[config.mk]
export PLATFORM = sky130hd
export DESIGN_NAME = bgp_queue
export DESIGN_NICKNAME = d
export VERILOG_FILES = /design/src/design/bgp_pkg.sv /design/src/design/bgp_queue.sv
export SDC_FILE = /design/constraint.sdc
export NUM_CORES = 1
export LEC_CHECK = 0
export ABC_CLOCK_PERIOD_IN_PS = 5100
export BUFFER_PORTS_ARGS = -buffer_cell sky130_fd_sc_hd__buf_4
export CORE_MARGIN = 4
export CORE_UTILIZATION = 57
export DETAILED_ROUTE_END_ITERATION = 6
export PLACE_DENSITY = 0.84
export SYNTH_ARGS = -nofsm -noshare
export SYNTH_HDL_FRONTEND = slang
export SYNTH_SLANG_ARGS = --single-unit
[constraint.sdc]
create_clock -name clk -period 5.1 [get_ports clk]
set_input_delay 0.51 -clock clk [delete_from_list [all_inputs] [get_ports clk]]
set_output_delay 0.51 -clock clk [all_outputs]
set_load 0.1 [all_outputs]
[src/design/bgp_pkg.sv]
`timescale 1ns / 1ps
`default_nettype none
// ----------------------------------------------------------------------------
// bgp_pkg
// Shared types, widths and arithmetic for the bilinear grid prolongation unit.
// ----------------------------------------------------------------------------
package bgp_pkg;

  localparam int VALUE_W = 32;
  localparam int COUNT_W = 8;
  localparam int FINE_W  = COUNT_W + 1;
  localparam int DEPTH   = 1 << COUNT_W;

  // configuration register indexes
  localparam logic REG_COLS = 1'b0;
  localparam logic REG_ROWS = 1'b1;

  typedef logic signed [VALUE_W-1:0] value_t;
  typedef logic [COUNT_W-1:0]        count_t;
  typedef logic [FINE_W-1:0]         fine_t;

  // one classified coarse node, handed from the front to the back
  typedef struct packed {
    count_t sx;
    count_t sy;
    logic   grid_last;
    value_t node;
    value_t vert;   // midpoint with the node above
    value_t horiz;  // midpoint with the node to the left
    value_t top;    // midpoint of the two upper nodes
  } bgp_item_t;

  // floor((a + b) / 2) on a sum one bit wider
  function automatic value_t half_sum(input value_t a, input value_t b);
    logic signed [VALUE_W:0] s;
    s = {a[VALUE_W-1], a} + {b[VALUE_W-1], b};
    return s[VALUE_W:1];
  endfunction

endpackage
`default_nettype wire

[src/design/bgp_queue.sv]
`timescale 1ns / 1ps
`default_nettype none
// ----------------------------------------------------------------------------
// bgp_queue
// Four-entry queue of classified nodes between the front and the back.
// ----------------------------------------------------------------------------
module bgp_queue (
  input  wire logic               clk,
  input  wire logic               rst_n,
  input  wire logic               push,
  input  wire bgp_pkg::bgp_item_t push_data,
  output logic                    full,
  input  wire logic               pop,
  output logic                    nonempty,
  output bgp_pkg::bgp_item_t      head
);

  localparam int QD = 4;

  logic [1:0] wr_r, wr_nxt;
  logic [1:0] rd_r, rd_nxt;
  logic [2:0] cnt_r, cnt_nxt;
  logic       do_push;
  logic       do_pop;

  bgp_pkg::bgp_item_t slot_r [QD];

  assign full     = (cnt_r == 3'(QD));
  assign nonempty = (cnt_r != '0);
  assign do_push  = push && !full;
  assign do_pop   = pop && nonempty;
  assign head     = slot_r[rd_r];

  always_comb begin
    wr_nxt  = do_push ? wr_r + 1'b1 : wr_r;
    rd_nxt  = do_pop ? rd_r + 1'b1 : rd_r;
    cnt_nxt = cnt_r;
    if (do_push && !do_pop) begin
      cnt_nxt = cnt_r + 1'b1;
    end else if (do_pop && !do_push) begin
      cnt_nxt = cnt_r - 1'b1;
    end
  end

  always_ff @(posedge clk) begin
    if (!rst_n) begin
      wr_r  <= '0;
      rd_r  <= '0;
      cnt_r <= '0;
    end else begin
      wr_r  <= wr_nxt;
      rd_r  <= rd_nxt;
      cnt_r <= cnt_nxt;
    end
  end

  always_ff @(posedge clk) begin
    if (do_push) begin
      slot_r[wr_r] <= push_data;
    end
  end

endmodule
`default_nettype wire

==> results.md, run 1 <==
Status:
- The run finished with clean final reports.

Clock network:
- The CTS tree is done.
- The clock transition time at the flip-flop clock pins of the worst setup and hold paths is 0.06 ns.
- After clock tree synthesis, the flow added hold-fix buffers numbering 0.
- At the later pin of the worst-skew pair, clock insertion delay measures 0.58 ns.
- The number of buffers inserted by post-CTS setup repair is 0.
- The cell at the root of the clock tree is clkbuf_16.
- Counting every sink on the clock net gives 589.
- The H-tree was split into 2 levels.
- The number of CTS-inserted buffers is 55.
- In this run the deepest clock path goes through 3 buffers.
- The post-CTS resize count is 0.

Setup path:
- On the critical path, the stage with the largest delay is an instance of dfxtp_4.
- Walking the worst path, the cells encountered are buf_12, mux4_2, buf_4.
- The critical path contains buffers and inverters numbering 2 combined.
- The depth of the most critical reg-to-reg path is 4.
- The critical path class is flop to output port.
- The capturing point of the worst reg2reg path is slot_r[3][101].
- The source of the worst register-to-register timing path is cnt_r[0].
- The worst setup path is launched from a flop.
- The cell type group with the largest total delay on the critical path is buffers and inverters.
- The largest single stage delay on the critical path is 0.65 ns.
- STA puts the critical path data arrival time at 2.67 ns.
- The depth of the critical timing path with buffers and inverters included is 3.
- The minimum setup slack among reg-to-reg paths is 2.26 ns.
- The kind of end point of the critical path is an output port.
- The maximum fanout along the worst path is 64.
- For the worst setup path, the data required time is 4.59 ns.

Place:
- The congestion estimate from routability-driven global placement came to 0.723.
- The placed instance area is 24100 µm².
- The placement-stage worst setup slack is 2.31 ns.
- The port buffer count is 295.
- The total half-perimeter wirelength after legalization and detailed placement is 23900 µm.

Final layout:
- The antenna diode instance count is 0.
- In the final layout, the share of cells above drive strength 1 is 0.459.
- The total number of nets in the final design is 1290.
- The library cells used most frequently in the layout, excluding fill and tap cells, are edfxtp_1 (580), buf_4 (300), mux4_2 (145), clkbuf_16 (57), clkbuf_1 (11).
- The register cell area after layout is 17600 µm².
- The layout has 2082 filler cells.
- The most common cell after layout, fill and taps aside is edfxtp_1.
- Relative to the synthesized area, the layout overhead comes to 21.5%.
- Once layout is done, the placed cells without fillers occupy 26000 µm².
- The area of the multi-input gates is 3550 µm².

Synthesis:
- The Yosys step of the flow raised 0 warnings.
- The share of synthesized area in the top cell type comes to 0.815.
- The sequential share of the synthesized area is 0.824.
- The post-synthesis cell area is 21400 µm².
- The average instance in the mapped netlist occupies 26.5 µm².
- Counting distinct cell types in the post-synthesis netlist gives 22.
- The post-synthesis net count is 960.
- In the synthesized netlist, the number of instances is 805.
- The number of synthesized register bits is 589.
- Of all cell types, the one taking the most synthesized area is edfxtp_1.
- Ranked by total cell area, the synthesized netlist is headed by edfxtp_1 (82%), mux4_2 (15%), dfxtp_1 (0.84%), buf_2 (0.37%), buf_6 (0.37%).

Timing:
- For the pin with the worst max-slew slack, the measured transition is 0.884 ns.
- Between clock sinks in the finished design, the worst skew comes to 0.00619 ns.
- Setup violations remaining at the end of the flow were counted as 0.
- Dividing the final minimum period by the clock period gives 0.623.
- The number of max-slew violations in the final report is 0.
- Static timing analysis puts the maximum clock frequency at 315 MHz.
- Once routing completed, OpenROAD measured the worst setup slack at 1.92 ns.
- Setup repair after global routing left no endpoint under its margin.
- The number of hold-slack violations in the final timing report is 0.
- Adding up every negative setup slack in the final design gives 0 ns.
- The post-layout minimum cycle time is 3.18 ns.
- The worst pin sits at a relative slew slack of 0.411.

Job:
- The number of violations of the max-capacitance limit is 0.

Die:
- The number of placement rows is 70.
- In this run the count of I/O pins placed on the die edge is 296.
- Measured along the x axis, the die boundary spans 202 µm.
- The floorplan core area is 36800 µm².
- The die extent in y is 202 µm.
- The floorplan step defined a die boundary enclosing 40600 µm².
- The starting density of the core is 0.581.

Route:
- The remaining antenna violation count after routing is 0.
- The number of DRC markers in iteration 0 is 680.
- The detail-routed net length per standard cell is 24.7 µm.
- The detailed router used layers up to and including met5.
- The detailed router put a total of 15100 µm of wire on met1.
- The detailed route wirelength on metal2 is 20700 µm.
- After detailed routing, the total wire length is 40600 µm.
- The first-pass iteration count of the detailed router is 7.
- The wire length on met3 is 3770 µm.
- The post-detailed-route via-to-cell ratio is 5.81.
- For this block, the via count after detailed routing is 9564.
- In the routed design, unresolved DRC markers number 0.

Min path:
- Along the worst hold path, the cell count comes to 1.
- The startpoint identified for the worst hold timing path is push_data[102].
- The end of the worst hold path is slot_r[0][102].
- The type of the most critical hold path is input pin to flop.

GRT:
- The first global-routing pass estimated 62500 µm of wire.
- Across every metal layer, demand over resource in global routing totals 0.202.
- The number of global-route vias before repair is 10300.
- The pin count of the biggest net entering global routing is 76.
- The number of antenna violations at the first check in global routing is 1.
- Summed over all layers, the global routing overflow is 0.
[flip-flops by register name (all words and copies together), names as in the netlist, named ones only]
signal / count
cnt_r: 3
wr_r: 2
rd_r: 2
slot_r: 580
[cells in the mapped netlist]
| library cell | instances |
|---|---|
| edfxtp_1 | 580 |
| mux4_2 | 145 |
| buf_2 | 16 |
| dfxtp_1 | 9 |
| and2_1 | 8 |
| buf_6 | 7 |
| clkbuf_1 | 7 |
| ha_1 | 5 |
| buf_4 | 4 |
| nand2_1 | 4 |
| inv_1 | 3 |
| mux2i_1 | 3 |
| xnor2_1 | 3 |
| nor2b_1 | 2 |
| or3_1 | 2 |
| a21boi_0 | 1 |
| fa_1 | 1 |
| nor3b_1 | 1 |
| o21ai_0 | 1 |
| o311ai_0 | 1 |
| o31ai_1 | 1 |
| xor2_1 | 1 |
[per-stage QoR]
step	cells	hold WS (ns)	util
finish	1645	0.124	0.706
global route	1645	0.0919	0.706
CTS	1645	0.0781	0.706
detailed placement	1546	0.513	0.656
global placement	1546	0.482	0.656
floorplan	805	0.468	-
[kinds of logic after synthesis]
family,synth area share
flip-flops,0.824
XOR/XNOR,0.00164
adder cells (fa/ha/maj),0.00387
multiplexers,0.154
AO/OA/AOI/OAI,0.00135
buffers and inverters,0.0106
AND/OR/NAND/NOR,0.00457
[metal layers]
| metal | GRT usage | vias up |
|---|---|---|
| met1 | 0.267 | 4939 |
| met4 | 0.0647 | 2 |
| li1 | - | 4143 |
| met5 | 0 | - |
| met2 | 0.327 | 415 |
| met3 | 0.0654 | 65 |
[worst max path at each step]
stage,endpoint,slack [ns],startpoint
detailed placement,slot_r[3][106],2.31,push
finish,head[128],1.92,flop
CTS,head[125],1.83,flop
global placement,slot_r[3][106],2.33,push
global route,head[125],1.71,flop
floorplan,slot_r[2][0],0.11,cnt_r[0]
[cell type report]
type,count,share of cell area
tap,468,0.0226
sequential,589,0.678
inverter,3,0.000434
multi-input combinational,179,0.137
timing repair buffer,307,0.0922
clock inverter,31,0.0132
clock buffer,68,0.0565
Power of run 1 is not shown: default switching activity piles up to over one toggle a cycle in this logic, so the estimate is an artifact.
==> run 2, diff against run 1 <==
--- a/config.mk
+++ b/config.mk
@@ -5,12 +5,12 @@
 export SDC_FILE = /design/constraint.sdc
 export NUM_CORES = 1
 export LEC_CHECK = 0
-export ABC_CLOCK_PERIOD_IN_PS = 5100
+export ABC_CLOCK_PERIOD_IN_PS = 2800
 export BUFFER_PORTS_ARGS = -buffer_cell sky130_fd_sc_hd__buf_4
 export CORE_MARGIN = 4
-export CORE_UTILIZATION = 57
+export CORE_UTILIZATION = 51
 export DETAILED_ROUTE_END_ITERATION = 6
-export PLACE_DENSITY = 0.84
+export PLACE_DENSITY = 0.8
 export SYNTH_ARGS = -nofsm -noshare
 export SYNTH_HDL_FRONTEND = slang
 export SYNTH_SLANG_ARGS = --single-unit
==> constraint.sdc (replaced) <==
create_clock -name clk -period 2.8 [get_ports clk]
set_input_delay 0.28 -clock clk [delete_from_list [all_inputs] [get_ports clk]]
set_output_delay 0.28 -clock clk [all_outputs]
set_load 0.1 [all_outputs]
==> results.md, run 2 (synthesized netlist as in run 1, its figures left out) <==
Clock network:
- No sink is reached through more buffers than the 3 on the longest clock path.
- Clock-pin slew was measured on the worst setup and hold paths at 0.06 ns.
- The clock reaches the later pin of the worst-skew pair after 0.60 ns.
- TritonCTS built the clock tree.
- The tree is rooted in a clkbuf_16.
- The number of CTS-inserted buffers is 57.
- The level count of the clock H-tree is 2.
- The clock drives 589 sinks.

Die:
- The die is 213 µm wide.
- Row generation in the floorplan step produced 74 rows.
- From bottom edge to top edge, the die measures 213 µm.
- The starting density of the core is 0.520.
- Pin placement for this block handled 296 I/O pins.
- The overall die area is 45200 µm².
- The floorplan core area is 41100 µm².

Timing:
- The worst slew margin relative to its limit is 0.583.
- Adding up every negative setup slack in the final design gives 0 ns.
- The post-layout minimum cycle time is 2.63 ns.
- The number of hold-slack violations in the final timing report came to 0.
- The slew at the pin with the worst max-slew slack is 0.625 ns.
- Setup violations remaining at the end of the flow were counted as 0.
- In the post-route analysis, the smallest setup slack over all paths is 0.166 ns.
- Static timing analysis puts the maximum clock frequency at 380 MHz.
- Setup repair after global routing left no endpoint under its margin.
- The number of max-slew violations in the final report is 0.
- Dividing the final minimum period by the clock period gives 0.941.
- The setup skew after layout is 0.0231 ns.
- Hold is met by 0.177 ns.

Route:
- In this run the remaining antenna-violating nets after routing total 0.
- After detailed routing, the met3 layer carries 3410 µm of wire.
- The detailed route wirelength on metal2 is 23200 µm.
- The total DRC errors in the routed layout is 0.
- For this block, wires on met1 add up to 17200 µm.
- The final route contains 10300 vias.
- The detail-routed net length per standard cell is 24.0 µm.
- The number of DRC markers in iteration 0 is 680.
- The final layout contains routed wiring with a total length of 45000 µm.
- The post-detailed-route via-to-cell ratio is 5.48.
- The first-pass iteration count of the detailed router is 4.
- The highest metal layer with signal wires is met4.

Place:
- The port buffer count is 295.
- After legalization and detailed placement, the total HPWL measured 24900 µm.
- The placement-stage worst setup slack is 0.585 ns.
- Routability-driven placement finished with a final weighted congestion of 0.721.
- The placed instance area is 24400 µm².

Power:
- IR analysis of the VDD net gives a maximum drop of 0.000907 V.
- In this run the static leakage power is 9.39 nW.
- The post-layout total power is 0.0319 W.
- In this run the power density over the cells is 1150 nW/µm².

Setup path:
- The kind of end point of the critical path is an output port.
- Data on the critical path is required at its endpoint by 2.52 ns.
- The longest individual stage delay on the worst path is 0.61 ns.
- The nature of the critical path startpoint is a flop.
- The critical path class is flop to output port.
- Across all register-to-register paths, the minimum setup slack is 0.44 ns.
- Data arrives at the worst endpoint at 2.35 ns.
- The largest individual stage delay along the critical path comes from the cell mux4_2.
- The maximum fanout along the worst path is 72.
- The signal on the critical path passes through buf_16, mux4_2, buf_4.

Final layout:
- The relative area change from synthesis to final layout is 29.8%.
- After routing the design area is 27700 µm².
- The most common cell after layout, fill and taps aside is edfxtp_1.
- In the final layout, the registers with the most flip-flops are slot_r: 580 flops, cnt_r: 3 flops.
- For this run, the post-layout net count is 1449.
- The number of fill cells in the layout is 2489.
- In the layout the commonest cells are edfxtp_1 (580), buf_4 (305), dlygate4sd3_1 (146), mux4_2 (145), clkbuf_16 (59).
- The register with the most flip-flops in the layout has 580 of them.
- The largest register by flop count is slot_r.
- The proportion of layout cells with a drive suffix above 1 is 0.411.

Status:
- The run finished with clean final reports.

GRT:
- The number of antenna violations at the first check in global routing came to 2.
- The pin count of the biggest net entering global routing is 73.
- The number of global-route vias before repair came to 11200.
- The first global-routing pass estimated 68400 µm of wire.
- The overall track demand over capacity in global routing is 0.201.
- For this run the aggregate overflow at the end of global routing stands at 0.

Min path:
- The type of the most critical hold path is input pin to flop.

Job:
- The number of violations of the max-capacitance limit is 0.
-- run 2: cell count changes in the layout (fill, tap and decap cells not counted), sizes merged, moves of 2 or more --
cell and change:
buf +11, clkbuf +4, clkinv +4, diode +2, dlygate4sd3 +146
-- run 2: metrics by stage --
step / std cells / util
2_1_floorplan: 805 / -
3_3_place_gp: 1621 / 0.593
4_1_cts: 1874 / 0.674
5_1_grt: 1876 / 0.675
3_5_place_dp: 1621 / 0.593
6_report: 1876 / 0.675
-- run 2: critical path: cells and delay by family (launching register included) --
kind | cells | cell delay (ns)
buffers and inverters | 2 | 0.62
flip-flops | 1 | 0.36
multiplexers | 1 | 0.61
-- run 2: layout make-up --
cell class / instances / area [µm²] / share of cell area
multi-input combinational: 179 / 3560 / 0.128
timing repair buffer: 464 / 4020 / 0.145
clock buffer: 72 / 1540 / 0.0554
inverter: 3 / 11.3 / 0.000406
antenna: 2 / 5.00 / 0.000180
tap: 532 / 666 / 0.0240
sequential: 589 / 17600 / 0.635
clock inverter: 35 / 332 / 0.0120
-- run 2: path summary, 6_finish.rpt --
kind                            startpoint   endpoint  depth (start not counted)
worst min register to register     wr_r[1]    wr_r[1]                          2
worst min-delay path                  push    wr_r[1]                          4
worst max register to register    cnt_r[0]   cnt_r[2]                          7
worst max-delay path                  flop  head[103]                          3
-- run 2: what timing repair did --
item | in CTS | in global routing
resized for setup | 0 | 1
endpoints found under the setup margin | 0 | 4
hold endpoints to repair | 589 | 0
hold buffers | 146 | 0
setup buffers | 0 | 0
-- run 2: metal layers --
layer / vias up / GRT usage
li1: 4466 / -
met1: 5364 / 0.267
met2: 366 / 0.333
met3: 79 / 0.0538
met4: 0 / 0.0609
met5: - / 0
-- run 2: where the power goes --
part	switching, W	internal (W)	leakage (nW)
clock network	0.00313	0.00443	0.902
logic	0.0100	0.00337	3.09
registers	0.000252	0.0107	5.39
Power figures use the tool's default switching activity.
==> run 3, diff against run 2 <==
--- a/config.mk
+++ b/config.mk
@@ -7,6 +7,7 @@
 export LEC_CHECK = 0
 export ABC_CLOCK_PERIOD_IN_PS = 2800
 export BUFFER_PORTS_ARGS = -buffer_cell sky130_fd_sc_hd__buf_4
+export CORE_ASPECT_RATIO = 0.75
 export CORE_MARGIN = 4
 export CORE_UTILIZATION = 51
 export DETAILED_ROUTE_END_ITERATION = 6
==> results.md, run 3 (synthesized netlist as in run 1, its figures left out) <==
Place:
- Including well taps, the total number of placed cells is 1659.
- The placed instance area is 24500 µm².
- The total half-perimeter wirelength after legalization and detailed placement is 26800 µm.
- The port buffer count is 295.
- The final weighted congestion in routability-driven placement is 0.733.
- Before CTS, the worst setup slack after placement is 0.613 ns.

Min path:
- The type of the most critical hold path is input pin to flop.
- The worst hold path was traced through 4 stages.

Final layout:
- The share of the core filled with cells is 0.671.
- The total number of nets in the final design is 1453.
- The proportion of layout cells with a drive suffix above 1 is 0.410.
- The top cell types in the final layout, fill and taps aside, are edfxtp_1 (580), buf_4 (314), dlygate4sd3_1 (146), mux4_2 (145), clkbuf_16 (52).
- Leaving out fill and tap cells, the most frequent cell in the layout is edfxtp_1.
- The design area is 27600 µm².
- After the flow finishes, the layout carries non-filler instances totaling 1902.
- slot_r holds more flip-flops than any other register.
- The largest registers in the layout are slot_r: 580 flops, cnt_r: 3 flops.
- The relative area change from synthesis to final layout is 29.0%.
- The register with the most flip-flops in the layout has 580 of them.

Setup path:
- In this run the worst path has a maximum fanout of 40.
- The worst register-to-register path has a depth of 7.
- The worst setup path is launched from a flop.
- On the critical path, the stage with the largest delay is an instance of mux4_2.
- At the worst endpoint, the arrival time is 2.39 ns.
- Walking the worst path, the cells encountered are buf_12, mux4_2, buf_4.
- The critical path class is flop to output port.
- The worst setup path is captured at an output port.
- At the worst endpoint, the required time is 2.52 ns.
- On the worst path, the slowest cell contributes a delay of 0.61 ns.

Die:
- Pin placement for this block handled 296 I/O pins.
- From bottom edge to top edge, the die measures 185 µm.
- The overall die area is 45300 µm².
- The floorplan core area is 41100 µm².
- The die extent in x is 244 µm.
- In this run the core area contains 64 standard-cell rows.
- The initial utilization of the core area, before any placement, comes to 0.520.

Route:
- The total wirelength of the detailed-routed design is 45700 µm.
- The total number of vias is 10300.
- In the routed layout, each cell is associated on average with a via count of 5.43.
- The detail-routed net length per standard cell is 24.0 µm.
- The number of DRC markers in iteration 0 is 665.
- The first-pass iteration count of the detailed router is 4.
- The total DRC errors in the routed layout is 0.
- The remaining antenna violation count after routing is 0.

Power:
- In this run the power density over the cells is 1130 nW/µm².
- The leakage power total is 9.30 nW.
- The largest voltage drop on the vdd net is 0.00101 V.

Timing:
- Across the routed clock network, the largest skew measured is 0.0182 ns.
- After layout, the minimum clock period comes to 2.67 ns.
- The number of hold-slack violations in the final timing report was 0.
- Setup repair after global routing left no endpoint under its margin.
- The post-route worst setup slack is 0.129 ns.
- The final setup violation count is 0.
- The slew at the pin with the worst max-slew slack is 0.526 ns.
- The worst slew margin relative to its limit is 0.649.
- Static timing analysis puts the maximum clock frequency at 374 MHz.
- In the finished design, the share of the clock period the worst path needs comes to 0.954.
- The number of max-slew violations in the final report is 0.

Clock network:
- In this run the post-CTS setup repair buffer count came out at 0.
- The clock transition time at the flip-flop clock pins of the worst setup and hold paths is 0.06 ns.
- The tree is rooted in a clkbuf_16.
- CTS saw 589 sinks.
- The CTS tree is done.
- The clock network latency to the later pin of the worst-skew pair is 0.57 ns.
- The level count of the clock H-tree is 2.
- In this run, CTS created clock tree buffers numbering 52.
- The maximum root-to-sink buffer count is 3.

Job:
- Across the run, the number of max-cap violations was 0.

GRT:
- The number of antenna violations at the first check in global routing is 6.
- The overall track demand over capacity in global routing is 0.202.
- The pin count of the biggest net entering global routing is 63.
- The leftover overflow at the end of global routing is 0.
- The number of global-route vias before repair came to 11200.
- The first global-routing pass estimated 69100 µm of wire.

Status:
- The flow ran to the end, and the final reports show no timing, DRC or antenna violations.
-- run 3: cell types whose count changed in the layout (fill, tap and decap cells not counted), moves of 3 or more --
cell        delta
clkinvlp_4     -3
buf_4          +9
diode_2        +4
bufinv_16      -3
clkbuf_16      -7
clkinv_1       -3
-- run 3: timing repair --
item                                    in CTS  in global routing
endpoints found under the setup margin       0                  1
resized for setup                            0                  2
hold buffers                               146                  0
hold endpoints to repair                   588                  0
-- run 3: power breakdown --
group          leakage, nW  total [W]  switching, W  internal (W)
clock network        0.771    0.00667       0.00297       0.00370
registers             5.39     0.0110      0.000345        0.0107
logic                 3.14     0.0133       0.00994       0.00340
-- run 3: worst paths after layout --
| kind | startpoint | to | slack (ns) |
|---|---|---|---|
| setup / recovery | flop | head[88] | 0.13 |
| hold reg to reg | wr_r[0] | wr_r[0] | 0.51 |
| hold / removal | push | wr_r[0] | 0.21 |
| setup reg to reg | cnt_r[1] | cnt_r[2] | 0.60 |
-- run 3: through the flow --
step	TNS [ns]	total power, W	hold slack [ns]
floorplan	-293.19	0.0216	0.379
global placement	0	0.0242	0.479
detailed placement	0	0.0244	0.483
CTS	0	0.0313	0.175
global route	0	0.0321	0.202
finish	0	0.0310	0.205
-- run 3: routing by layer --
layer  track usage  routed length (µm)
met2         0.341               23300
met5             0                  41
met4        0.0512                 941
met3        0.0534                3370
met1         0.268               18000
-- run 3: cell type report --
class	instances	area, µm²
sequential	589	17600
fill	2466	13500
timing repair buffer	473	4080
multi-input combinational	179	3560
clock buffer	64	1350
tap	561	702
clock inverter	27	233
antenna	6	15.0
inverter	3	11.3
-- run 3: critical path, delay by kind of cell, from the launching register on --
family	cells	cell delay, ns
buf+inv	2	0.62
mux	1	0.61
flops	1	0.55
