### src/design/bgp_pkg.sv
`timescale 1ns / 1ps
`default_nettype none
// ----------------------------------------------------------------------------
// bgp_pkg
// Shared types, widths and arithmetic for the bilinear grid prolongation unit.
// ----------------------------------------------------------------------------
package bgp_pkg;

  localparam int VALUE_W = 32;
  localparam int COUNT_W = 8;
  localparam int FINE_W  = COUNT_W + 1;
  localparam int DEPTH   = 1 << COUNT_W;

  // configuration register indexes
  localparam logic REG_COLS = 1'b0;
  localparam logic REG_ROWS = 1'b1;

  typedef logic signed [VALUE_W-1:0] value_t;
  typedef logic [COUNT_W-1:0]        count_t;
  typedef logic [FINE_W-1:0]         fine_t;

  // one classified coarse node, handed from the front to the back
  typedef struct packed {
    count_t sx;
    count_t sy;
    logic   grid_last;
    value_t node;
    value_t vert;   // midpoint with the node above
    value_t horiz;  // midpoint with the node to the left
    value_t top;    // midpoint of the two upper nodes
  } bgp_item_t;

  // floor((a + b) / 2) on a sum one bit wider
  function automatic value_t half_sum(input value_t a, input value_t b);
    logic signed [VALUE_W:0] s;
    s = {a[VALUE_W-1], a} + {b[VALUE_W-1], b};
    return s[VALUE_W:1];
  endfunction

endpackage
`default_nettype wire

### src/design/bgp_back.sv
`timescale 1ns / 1ps
`default_nettype none
// ----------------------------------------------------------------------------
// bgp_back
// Expands each classified node into its fine points through an output register,
// one per cycle while that register is empty or being popped.
// ----------------------------------------------------------------------------
module bgp_back (
  input  wire logic               clk,
  input  wire logic               rst_n,
  input  wire logic               q_nonempty,
  input  wire bgp_pkg::bgp_item_t q_head,
  output logic                    q_pop,
  output logic                    out_empty,
  input  wire logic               out_pop,
  output bgp_pkg::fine_t          out_fine_x,
  output bgp_pkg::fine_t          out_fine_y,
  output bgp_pkg::value_t         out_fine_value,
  output logic                    out_last_of_item,
  output logic                    out_grid_done
);

  // pending points: centre, vertical-edge, horizontal-edge, node
  localparam int PT_C = 3;
  localparam int PT_V = 2;
  localparam int PT_H = 1;
  localparam int PT_N = 0;

  logic               w_v_r, w_v_nxt;
  logic [3:0]         rem_r, rem_nxt;
  logic               o_v_r, o_v_nxt;
  bgp_pkg::bgp_item_t w_r;

  bgp_pkg::fine_t  o_x_r, o_y_r;
  bgp_pkg::value_t o_val_r;
  logic            o_last_r, o_done_r;

  logic            load;
  logic [3:0]      pick;
  logic [3:0]      rem_left;
  bgp_pkg::fine_t  fx, fy, sel_x, sel_y;
  bgp_pkg::value_t sel_val;
  logic            sel_last;
  logic [3:0]      head_rem;

  assign out_empty        = !o_v_r;
  assign out_fine_x       = o_x_r;
  assign out_fine_y       = o_y_r;
  assign out_fine_value   = o_val_r;
  assign out_last_of_item = o_last_r;
  assign out_grid_done    = o_done_r;

  assign load     = w_v_r && (!o_v_r || out_pop);
  assign fx       = {w_r.sx, 1'b0};
  assign fy       = {w_r.sy, 1'b0};
  assign rem_left = rem_r & ~pick;
  assign sel_last = (rem_left == '0);
  assign q_pop    = q_nonempty && (!w_v_r || (load && sel_last));

  assign head_rem = {(q_head.sx != '0) && (q_head.sy != '0), q_head.sy != '0,
                     q_head.sx != '0, 1'b1};

  // take the earliest pending point in fine raster order
  always_comb begin
    pick    = '0;
    sel_x   = fx;
    sel_y   = fy;
    sel_val = w_r.node;
    if (rem_r[PT_C]) begin
      pick[PT_C] = 1'b1;
      sel_x      = fx - 1'b1;
      sel_y      = fy - 1'b1;
      sel_val    = bgp_pkg::half_sum(w_r.top, w_r.horiz);
    end else if (rem_r[PT_V]) begin
      pick[PT_V] = 1'b1;
      sel_y      = fy - 1'b1;
      sel_val    = w_r.vert;
    end else if (rem_r[PT_H]) begin
      pick[PT_H] = 1'b1;
      sel_x      = fx - 1'b1;
      sel_val    = w_r.horiz;
    end else begin
      pick[PT_N] = 1'b1;
    end
  end

  always_comb begin
    w_v_nxt = w_v_r;
    rem_nxt = rem_r;
    o_v_nxt = o_v_r;
    if (o_v_r && out_pop) begin
      o_v_nxt = 1'b0;
    end
    if (load) begin
      o_v_nxt = 1'b1;
      rem_nxt = rem_left;
      if (sel_last) begin
        w_v_nxt = 1'b0;
      end
    end
    if (q_pop) begin
      w_v_nxt = 1'b1;
      rem_nxt = head_rem;
    end
  end

  always_ff @(posedge clk) begin
    if (!rst_n) begin
      w_v_r <= 1'b0;
      rem_r <= '0;
      o_v_r <= 1'b0;
    end else begin
      w_v_r <= w_v_nxt;
      rem_r <= rem_nxt;
      o_v_r <= o_v_nxt;
    end
  end

  always_ff @(posedge clk) begin
    if (q_pop) begin
      w_r <= q_head;
    end
    if (load) begin
      o_x_r    <= sel_x;
      o_y_r    <= sel_y;
      o_val_r  <= sel_val;
      o_last_r <= sel_last;
      o_done_r <= sel_last && w_r.grid_last;
    end
  end

endmodule
`default_nettype wire

### config.mk
export PLATFORM = sky130hd
export DESIGN_NAME = bgp_back
export DESIGN_NICKNAME = d
export VERILOG_FILES = /design/src/design/bgp_pkg.sv /design/src/design/bgp_back.sv
export SDC_FILE = /design/constraint.sdc
export NUM_CORES = 1
export LEC_CHECK = 0
export BUFFER_PORTS_ARGS = -buffer_cell sky130_fd_sc_hd__buf_2
export CAP_MARGIN = 20
export CORE_MARGIN = 5
export CORE_UTILIZATION = 40
export CTS_CLUSTER_DIAMETER = 120
export DETAILED_ROUTE_END_ITERATION = 7
export GPL_TIMING_DRIVEN = 0
export HOLD_SLACK_MARGIN = 0.15
export SKIP_LAST_GASP = 1
export SYNTH_ARGS = -nofsm -noshare
export SYNTH_HDL_FRONTEND = slang
export SYNTH_SLANG_ARGS = --single-unit
export TNS_END_PERCENT = 30
### constraint.sdc
create_clock -name clk -period 10.9 [get_ports clk]
set_input_delay 2.18 -clock clk [delete_from_list [all_inputs] [get_ports clk]]
set_output_delay 2.18 -clock clk [all_outputs]
set_load 0.005 [all_outputs]
==> summary.txt, run 1 <==
Clock tree
  • Postcts setup bufs: 0
  • CTS tree: yes
  • CTS Buffer Depth: 3
  • # clock sinks: 203
  • H-Tree Depth: 1
  • Clock slew at reported path FFs: 60 ps
  • Clock buffer count from CTS: 22
  • Worst skew pair latency: 500 ps
  • Number of buffers inserted by hold repair at cts: 0
  • PostCTS Resize Cnt: 0
  • Root Driver: clkbuf_16

Floorplan
  • # IOs: 203
  • Cell row count: 55
  • Core region area: 22,500 µm²
  • Starting density of the core: 40.3%
  • Die area: 25,800 µm²
  • Die Height: 161 µm
  • Die Wd: 161 µm

Worst setup path
  • Reg-to-reg setup timing slack: 7610 ps
  • Worst path slowest cell: inv_6
  • Worst-path cell chain: buf_2, nand2b_1, nand2_1, nand2_1, nand2_1, inv_6, buf_16, buf_2
  • CP Capture Type: output port
  • Arr. time, crit path: 3900 ps
  • Slowest Stage Delay on Critical Path: 430 ps
  • Kind of critical path: in -> out
  • Top cell by count, worst path: nand2_1
  • Critical path startpoint category: primary input
  • R2R depth: 10
  • CP Data Required Time: 8720 ps
  • Crit path max fanout: 96

GRT
  • Vias in the first global route: 6,198
  • GR Overflow Total: 0
  • GR Util All Layers: 16.5%
  • Initial antenna violation count: 0
  • Largest net degree at the start of global routing: 97
  • First-pass GRT wire length: 33,600 µm

Place
  • Placed standard-cell area: 10,500 µm²
  • # port buffers: 202
  • Gpl congestion: 0.834
  • DP Wirelength: 16,100 µm

Logic synthesis
  • Cell variety after synth: 55
  • Synth Instances: 671
  • Seq cells post-synth: 203
  • Avg Synthesized Cell Area: 13.5 µm²
  • Post-synth top flop: edfxtp_1
  • Synthesized cell area: 9070 µm²
  • Post-synthesis sequential area ratio: 66.5%
  • Post-synth EDFFs: 197
  • Syn_nets: 854
  • Yosys synthesis warning count: 0
  • Async S/R FF share, synth: 0%

STA
  • RSZ-0062 raised after global routing: false
  • Slew @ Worst Pin: 1030 ps
  • Final setup violation count: 0
  • Max Clock Freq: 165 MHz
  • Final TNS setup: 0 ps
  • Clk_skew: 11.6 ps
  • Final hold violations: 0
  • Slew margin rel.: 29.3%
  • Final period util: 55.7%
  • Post-route minimum period: 6080 ps
  • Final Max Slew Viols: 0

Routing
  • Initial DRC count: 257
  • Routed wire length per instance: 18.4 µm
  • Via count: 6,079
  • Antenna viol nets, final: 0
  • DRC viols: 0
  • Pre-antenna DRT Iters: 4
  • Via density: 5.07
  • DRT Wirelength: 22,100 µm

Finish
  • Diode count: 0
  • Layout area overhead: 22.9%
  • Share of cells above drive strength 1: 26.8%
  • Commonest non-fill, non-tap cell in the layout: buf_2
  • Final instance area: 11,200 µm²
  • Nets: 1,082
  • Most frequent cells in the layout: buf_2 (202), edfxtp_1 (197), a21oi_1 (62), nand2_1 (56), nor2_1 (53)

Power
  • Power density cells: 172 nW/µm²
  • P_leak: 4.38 nW
  • VDD IR max: 0.116 mV

Outcome
  • Status: finished, final reports clean

Worst hold path
  • Hold crit path type: reg -> reg
  • Hold path cells: 2

Job
  • Maxcap violations: 0
[through the flow]
step / hold slack (ps) / std cells / setup WS (ps) / util (%) / power [W]
6_report: 493 / 1199 / 4820 / 49.6 / 0.00192
5_1_grt: 528 / 1199 / 4690 / 49.6 / 0.00201
4_1_cts: 497 / 1199 / 4840 / 49.6 / 0.00195
3_5_place_dp: 485 / 1160 / 4840 / 46.6 / 0.00125
3_3_place_gp: 478 / 1158 / 1350 / 46.4 / 0.00125
2_1_floorplan: 459 / 671 / 3350 / - / 0.00115
[path summary, 6_finish.rpt]
path,endpoint,start
hold reg to reg,rem_r[0],rem_r[0]
setup / recovery,q_pop,out_pop
hold / removal,rem_r[0],rem_r[0]
setup reg to reg,out_fine_value[29],w_r[32]
[area by class of cell]
class / count / area [µm²]
clock inverter: 6 / 27.5
sequential: 203 / 6040
fill: 1990 / 11300
clock buffer: 33 / 633
inverter: 12 / 50.0
timing repair buffer: 204 / 1060
multi-input combinational: 431 / 2900
buffer: 25 / 93.8
tap: 285 / 357
[report_power, final]
| group | switching (W) | internal (W) | total [W] |
|---|---|---|---|
| Clock | 0.000290 | 0.000399 | 0.000689 |
| Combinational | 0.000167 | 0.000116 | 0.000283 |
| Sequential | 0.0000202 | 0.000929 | 0.000949 |
| Total | 0.000477 | 0.00144 | 0.00192 |
[sequential cells by signal (all words and copies together) (netlist names)]
register          cells
out_last_of_item      1
out_fine_value       32
rem_r                 4
out_fine_y            9
out_grid_done         1
o_v_r                 1
out_fine_x            9
fx                    8
fy                    8
w_r                 129
w_v_r                 1
[Yosys cell counts, types with 2 or more instances]
cell type / count / share of area (%)
o21a_1: 5 / 0.41
a21oi_1: 62 / 3.4
clkbuf_1: 20 / 0.83
o21ai_1: 12 / 0.66
a21o_1: 14 / 1.2
and3_1: 2 / 0.14
o21ai_0: 27 / 1.5
ha_1: 33 / 4.5
nor3_1: 7 / 0.39
buf_1: 5 / 0.21
a21oi_2: 2 / 0.19
edfxtp_1: 197 / 65
dfxtp_1: 6 / 1.3
nand3_1: 4 / 0.22
and2_1: 2 / 0.14
a41oi_1: 2 / 0.19
a21boi_0: 3 / 0.25
a211oi_1: 5 / 0.41
xor2_1: 23 / 2.2
or3_1: 2 / 0.14
a221oi_1: 2 / 0.19
inv_1: 12 / 0.50
nand2_1: 56 / 2.3
nand4_1: 7 / 0.48
xnor2_1: 19 / 1.8
o22ai_1: 2 / 0.14
nand2b_1: 4 / 0.28
or4_1: 2 / 0.17
nor2b_1: 5 / 0.34
nor4_1: 7 / 0.48
nor2_1: 53 / 2.2
mux2i_1: 39 / 4.3
a2111oi_0: 2 / 0.19
a31oi_1: 7 / 0.48
[per-layer routing]
metal	vias to the layer above	routed length, µm	share of wire [%]	GRT usage (%)
met5	-	0	0	0
li1	3003	-	-	-
met1	2864	10100	46	23.2
met4	0	577	2.6	4.42
met2	184	10100	46	26.5
met3	28	1270	5.7	2.82
[critical path: cells and delay by family]
family	cells	cell delay, ps
and+or+nand+nor	4	460
buffers and inverters	4	1120
[cells by family (layout without fill, tap and decap cells)]
logic type                 Yosys count  after routing  share of synthesized area, %
muxes                               39             39                          4.30
adders and majority gates           35             35                          4.88
and+or+nand+nor                    157            157                          7.98
AOI/OAI and AO/OA                  158            158                          10.7
buffers and inverters               37            280                          1.53
DFF                                203            203                          66.5
xor gates and xnor gates            42             42                          4.05
(Power assumes the default switching activity.)
==> run 2: changes to the inputs <==
ABC_AREA = 1   (was default)
clock period = 6.4 ns   (was 10.9 ns; I/O delays follow)
==> run 2 against run 1 <==
Against the previous run: routed wire length is 17% higher; first-iteration DRC count is 90% higher; synthesized area is 9.0% higher; critical endpoint unchanged; largest power group unchanged; highest routed layer unchanged.
==> summary.txt, run 2 <==
Logic synthesis
  • Post-synth top flop: edfxtp_1 (unchanged)
  • Cell variety after synth: 43 (was 55)
  • Most used standard cell by instance count after synthesis: nand2_1 (was edfxtp_1)
  • Area leader, netlist: edfxtp_1 (unchanged)
  • Synth Instances: 1,023 (was 671)
  • Syn_nets: 1,206 (was 854)
  • Commonest cells in the synthesized netlist: nand2_1 (379), edfxtp_1 (197), inv_1 (141) (was edfxtp_1 (197), a21oi_1 (62), nand2_1 (56))
  • Seq cells post-synth: 203 (unchanged)
  • Avg Synthesized Cell Area: 9.67 µm² (was 13.5 µm²)
  • Synth area leaders: edfxtp_1 (60%), nand2_1 (14%), inv_1 (5.4%) (was edfxtp_1 (65%), ha_1 (4.5%), mux2i_1 (4.3%))
  • Post-synth EDFFs: 197 (unchanged)
  • Synthesized cell area: 9890 µm² (was 9070 µm²)
  • Post-synth top area share: 59.8% (was 65.2%)
  • Async S/R FF share, synth: 0% (unchanged)
  • Yosys synthesis warning count: 0 (unchanged)
  • Post-synthesis sequential area ratio: 61.0% (was 66.5%)

Routing
  • Initial DRC count: 489 (was 257)
  • Antenna viol nets, final: 0 (unchanged)
  • Pre-antenna DRT Iters: 5 (was 4)
  • DRC viols: 0 (unchanged)
  • DRT Wirelength: 25,700 µm (was 22,100 µm)
  • Via density: 4.65 (was 5.07)
  • Routed wire length per instance: 16.1 µm (was 18.4 µm)
  • Via count: 7,399 (was 6,079)

STA
  • Final TNS setup: 0 ps (unchanged)
  • Final period util: 70.4%
  • Final setup violation count: 0 (unchanged)
  • Post-route minimum period: 4500 ps
  • Slew @ Worst Pin: 813 ps (was 1030 ps)
  • RSZ-0062 raised after global routing: false (unchanged)
  • Final Max Slew Viols: 0 (unchanged)
  • Slew margin rel.: 45.8% (was 29.3%)
  • Final hold violations: 0 (unchanged)
  • Clk_skew: 7.78 ps (was 11.6 ps)
  • Max Clock Freq: 222 MHz

GRT
  • Vias in the first global route: 7,341 (was 6,198)
  • Largest net degree at the start of global routing: 77 (was 97)
  • Initial antenna violation count: 1 (was 0)
  • GR Overflow Total: 0 (unchanged)
  • First-pass GRT wire length: 39,700 µm (was 33,600 µm)
  • GR Util All Layers: 18.0% (was 16.5%)

Clock tree
  • CTS Buffer Depth: 3 (unchanged)
  • CTS tree: yes (unchanged)
  • Clock buffer count from CTS: 22 (unchanged)
  • Worst skew pair latency: 510 ps (was 500 ps)
  • PostCTS Resize Cnt: 0 (unchanged)
  • Root Driver: clkbuf_16 (unchanged)
  • Clock slew at reported path FFs: 60 ps (about the same)
  • # clock sinks: 203 (unchanged)
  • Number of buffers inserted by hold repair at cts: 0 (unchanged)
  • H-Tree Depth: 1 (unchanged)
  • Postcts setup bufs: 0 (unchanged)

Worst setup path
  • CP Capture Type: output port (unchanged)
  • Crit path max fanout: 76 (was 96)
  • Arr. time, crit path: 3220 ps (was 3900 ps)
  • CP Data Required Time: 5120 ps (was 8720 ps)
  • Kind of critical path: in -> out (unchanged)
  • Critical path startpoint category: primary input (unchanged)

Job
  • Maxcap violations: 0 (unchanged)

Floorplan
  • Cell row count: 57 (was 55)
  • # IOs: 203 (unchanged)
  • Die Wd: 167 µm (was 161 µm)
  • Die Height: 167 µm (was 161 µm)
  • Starting density of the core: 40.7% (was 40.3%)
  • Core region area: 24,300 µm² (was 22,500 µm²)
  • Die area: 28,000 µm² (was 25,800 µm²)

Worst hold path
  • Hold crit path type: reg -> reg (unchanged)

Finish
  • Final instance area: 12,100 µm² (was 11,200 µm²)
  • Max reg flops: 129 (unchanged)
  • Most frequent cells in the layout: nand2_1 (379), buf_2 (204), edfxtp_1 (197), inv_1 (139), nand3_1 (69) (was buf_2 (202), edfxtp_1 (197), a21oi_1 (62), nand2_1 (56), nor2_1 (53))
  • Layout area overhead: 22.3% (was 22.9%)
  • Top reg by flops: w_r (unchanged)
  • Share of cells above drive strength 1: 20.8% (was 26.8%)
  • Final Util: 49.8% (was 49.6%)
  • Nets: 1,434 (was 1,082)
  • Layout Cells excl Fill: 1,592 (was 1,199)
  • Commonest non-fill, non-tap cell in the layout: nand2_1 (was buf_2)

Place
  • # port buffers: 202 (unchanged)
  • Placed standard-cell area: 11,400 µm² (was 10,500 µm²)
  • DP Wirelength: 19,500 µm (was 16,100 µm)
  • Gpl congestion: 0.909 (was 0.834)
  • Placed insts: 1,551 (was 1,160)

Power
  • P_leak: 5.59 nW (was 4.38 nW)
  • VDD IR max: 0.188 mV (was 0.116 mV)
  • Power density cells: 285 nW/µm² (was 172 nW/µm²)
  • Total power: 0.00345 W (was 0.00192 W)

Outcome
  • Status: finished, final reports clean (unchanged)
## run 2: path summary, 6_finish.rpt
check	endpoint	cells after the start	slack, ps	start
setup / recovery	q_pop	8	1900	out_pop
hold / removal	rem_r[0]	2	490	rem_r[0]
setup reg to reg	w_r[18]	9	3870	rem_r[2]
hold reg to reg	rem_r[0]	2	490	rem_r[0]
## run 2: worst max-delay path: stages
cell and delay, ps:
buf_2 70, or2_2 110, nand2_1 200, o21ai_4 250
nand2_2 140, inv_6 520, buf_16 360, buf_2 190
## run 2: final cells by class
type / instances / area (µm²)
Sequential cell: 203 / 6040
Inverter: 145 / 549
Tap cell: 324 / 405
Antenna cell: 1 / 2.50
Timing Repair Buffer: 204 / 1060
Clock inverter: 18 / 186
Clock buffer: 22 / 551
Fill cell: 2326 / 12200
Multi-Input combinational cell: 657 / 3230
Buffer: 18 / 81.3
## run 2: power by group
part / switching, W / total (W) / internal, W
clock network: 0.000523 / 0.00128 / 0.000755
registers: 0.0000373 / 0.00162 / 0.00159
logic: 0.000354 / 0.000550 / 0.000197
total: 0.000915 / 0.00345 / 0.00254
## run 2: kinds of logic (layout without fill, tap and decap cells)
| logic type | count (synthesis) | count (layout) | synth area share (%) |
|---|---|---|---|
| simple gates | 533 | 533 | 22.4 |
| flops | 203 | 203 | 61.0 |
| buf+inv | 163 | 407 | 6.32 |
| compound gates | 67 | 67 | 3.85 |
| fa+ha+maj | 34 | 34 | 4.38 |
| xor+xnor | 23 | 23 | 2.04 |
| other cells | 0 | 1 | 0 |
## run 2: per-layer routing
layer / GRT usage, % / wire length (µm) / share of wire (%)
met1: 26.1 / 12200 / 47
met4: 4.41 / 588 / 2.3
met3: 2.45 / 1320 / 5.1
met2: 28.9 / 11600 / 45
met5: 0 / 0 / 0
## run 2: per-stage QoR
step                worst slack, ps  hold WS (ps)
floorplan                       438           454
global placement              -1510           461
detailed placement             1890           470
CTS                            1880           481
global route                   1750           536
finish                         1900           488
==> run 3: changes to the inputs <==
clock period = 4.4 ns   (was 6.4 ns; I/O delays follow)
==> run 3 against run 2 <==
Against the previous run: worst setup slack worse by 1300 ps; hold slack improved by 5.4 ps; highest routed layer unchanged; core utilization about the same.
==> summary.txt, run 3 (synthesis gave the netlist of run 2 again) <==
Routing
  • Initial DRC count: 554 (was 489)
  • Pre-antenna DRT Iters: 5 (unchanged)
  • Met3 WL: 1510 µm (was 1320 µm)
  • Met1 Wirelength: 12,300 µm (was 12,200 µm)
  • Routed wire length per instance: 16.0 µm (was 16.1 µm)
  • Via count: 7,521 (was 7,399)
  • Via density: 4.72 (was 4.65)
  • Met2 WL: 11,100 µm (was 11,600 µm)
  • Antenna viol nets, final: 0 (unchanged)
  • DRC viols: 0 (unchanged)
  • Max layer used: met4 (unchanged)
  • DRT Wirelength: 25,500 µm (was 25,700 µm)

GRT
  • Vias in the first global route: 7,364 (was 7,341)
  • Largest net degree at the start of global routing: 44 (was 77)
  • GR Util All Layers: 17.7% (was 18.0%)
  • Initial antenna violation count: 0 (was 1)
  • First-pass GRT wire length: 39,200 µm (was 39,700 µm)
  • GR Overflow Total: 0 (unchanged)

Place
  • DP Wirelength: 19,500 µm (about the same)
  • Pre-CTS setup slack: 582 ps (was 1890 ps)
  • # port buffers: 202 (unchanged)
  • Gpl congestion: 0.905 (was 0.909)

Power
  • Total power: 0.00496 W (was 0.00345 W)
  • VDD IR max: 0.306 mV (was 0.188 mV)
  • Power density cells: 409 nW/µm² (was 285 nW/µm²)
  • P_leak: 5.59 nW (about the same)

STA
  • Worst Hold Slack: 494 ps (was 488 ps)
  • Max Clock Freq: 263 MHz
  • Final hold violations: 0 (unchanged)
  • Final TNS setup: 0 ps (unchanged)
  • Clk_skew: 9.60 ps (was 7.78 ps)
  • Final Max Slew Viols: 0 (unchanged)
  • Final period util: 86.6%
  • RSZ-0062 raised after global routing: false (unchanged)
  • Slew @ Worst Pin: 812 ps (was 813 ps)
  • Final setup violation count: 0 (unchanged)
  • Slew margin rel.: 45.9% (was 45.8%)
  • Post-route minimum period: 3810 ps
  • Final critical-path setup slack: 591 ps (was 1900 ps)

Job
  • Maxcap violations: 0 (unchanged)

Floorplan
  • Die area: 28,000 µm² (unchanged)
  • Cell row count: 57 (unchanged)
  • Core region area: 24,300 µm² (unchanged)
  • # IOs: 203 (unchanged)
  • Die Wd: 167 µm (unchanged)
  • Die Height: 167 µm (unchanged)
  • Starting density of the core: 40.7% (unchanged)

Finish
  • Area of the multi-input gates: 3230 µm² (unchanged)
  • Layout area overhead: 22.4% (was 22.3%)
  • Top reg by flops: w_r (unchanged)
  • Final Util: 49.8% (about the same)
  • Commonest non-fill, non-tap cell in the layout: nand2_1 (unchanged)
  • Nets: 1,436 (was 1,434)
  • Max reg flops: 129 (unchanged)
  • Flip-flop and latch area: 6040 µm² (unchanged)
  • Fillers: 2,268 (was 2,326)
  • Most frequent cells in the layout: nand2_1 (379), buf_2 (204), edfxtp_1 (197), inv_1 (139), nand3_1 (69) (unchanged)
  • Share of cells above drive strength 1: 20.6% (was 20.8%)

Clock tree
  • Clock buffer count from CTS: 22 (unchanged)
  • # clock sinks: 203 (unchanged)
  • Worst skew pair latency: 500 ps (was 510 ps)
  • H-Tree Depth: 1 (unchanged)
  • PostCTS Resize Cnt: 0 (unchanged)
  • Clock slew at reported path FFs: 60 ps (about the same)
  • CTS tree: yes (unchanged)
  • Number of buffers inserted by hold repair at cts: 0 (unchanged)
  • CTS Buffer Depth: 3 (unchanged)
  • Postcts setup bufs: 0 (unchanged)
  • Root Driver: clkbuf_16 (unchanged)

Worst hold path
  • Hold crit path type: reg -> reg (unchanged)

Outcome
  • Status: finished, final reports clean (unchanged)

Worst setup path
  • Kind of critical path: in -> out (unchanged)
  • Crit path max fanout: 40 (was 76)
  • CP Capture Type: output port (unchanged)
  • Critical path startpoint category: primary input (unchanged)
  • CP Data Required Time: 3520 ps (was 5120 ps)
  • Arr. time, crit path: 2930 ps (was 3220 ps)
[run 3: changes by cell type in the layout (fill, tap and decap cells not counted), sizes merged]
cell | previous run | this run
clkinvlp | 2 | 1
clkbuf | 30 | 41
bufinv | 3 | 0
inv | 146 | 144
clkinv | 12 | 7
buf | 214 | 216
[run 3: per-layer routing]
layer | GRT usage, % | vias to the layer above
li1 | - | 3819
met1 | 26.3 | 3430
met2 | 27.6 | 237
met3 | 2.55 | 35
met4 | 4.30 | 0
met5 | 0 | -
[run 3: where the power goes]
group	internal, W	switching (W)	total (W)
Combinational	0.000291	0.000516	0.000807
Clock	0.00107	0.000718	0.00179
Sequential	0.00231	0.0000538	0.00236
Total	0.00367	0.00129	0.00496
[run 3: worst max-delay path, stage by stage]
cell and delay (ps):
buf_2 90, or2_2 300, nand2_1 270, o21ai_4 120
nand2_2 130, clkinvlp_4 530, buf_12 410, buf_2 160
[run 3: worst paths after layout]
kind,startpoint,end,slack (ps),depth (start not counted)
min,rem_r[0],rem_r[0],490,2
max,out_pop,q_pop,590,8
min reg2reg,rem_r[0],rem_r[0],490,2
max reg2reg,o_v_r,w_r[18],1770,8
[run 3: final cells by class]
class                      instances  area share, %
sequential                       203           49.9
multi-input combinational        657           26.7
clock buffer                      33           5.65
tap                              324           3.35
timing repair buffer             206           9.01
clock inverter                     7          0.238
antenna                            1         0.0207
inverter                         145           4.53
buffer                            18          0.672
[run 3: stage by stage]
stage	instances	cell area, µm²
floorplan	1023	9900
global placement	1549	11300
detailed placement	1553	11400
CTS	1593	12100
global route	1593	12100
finish	1594	12100
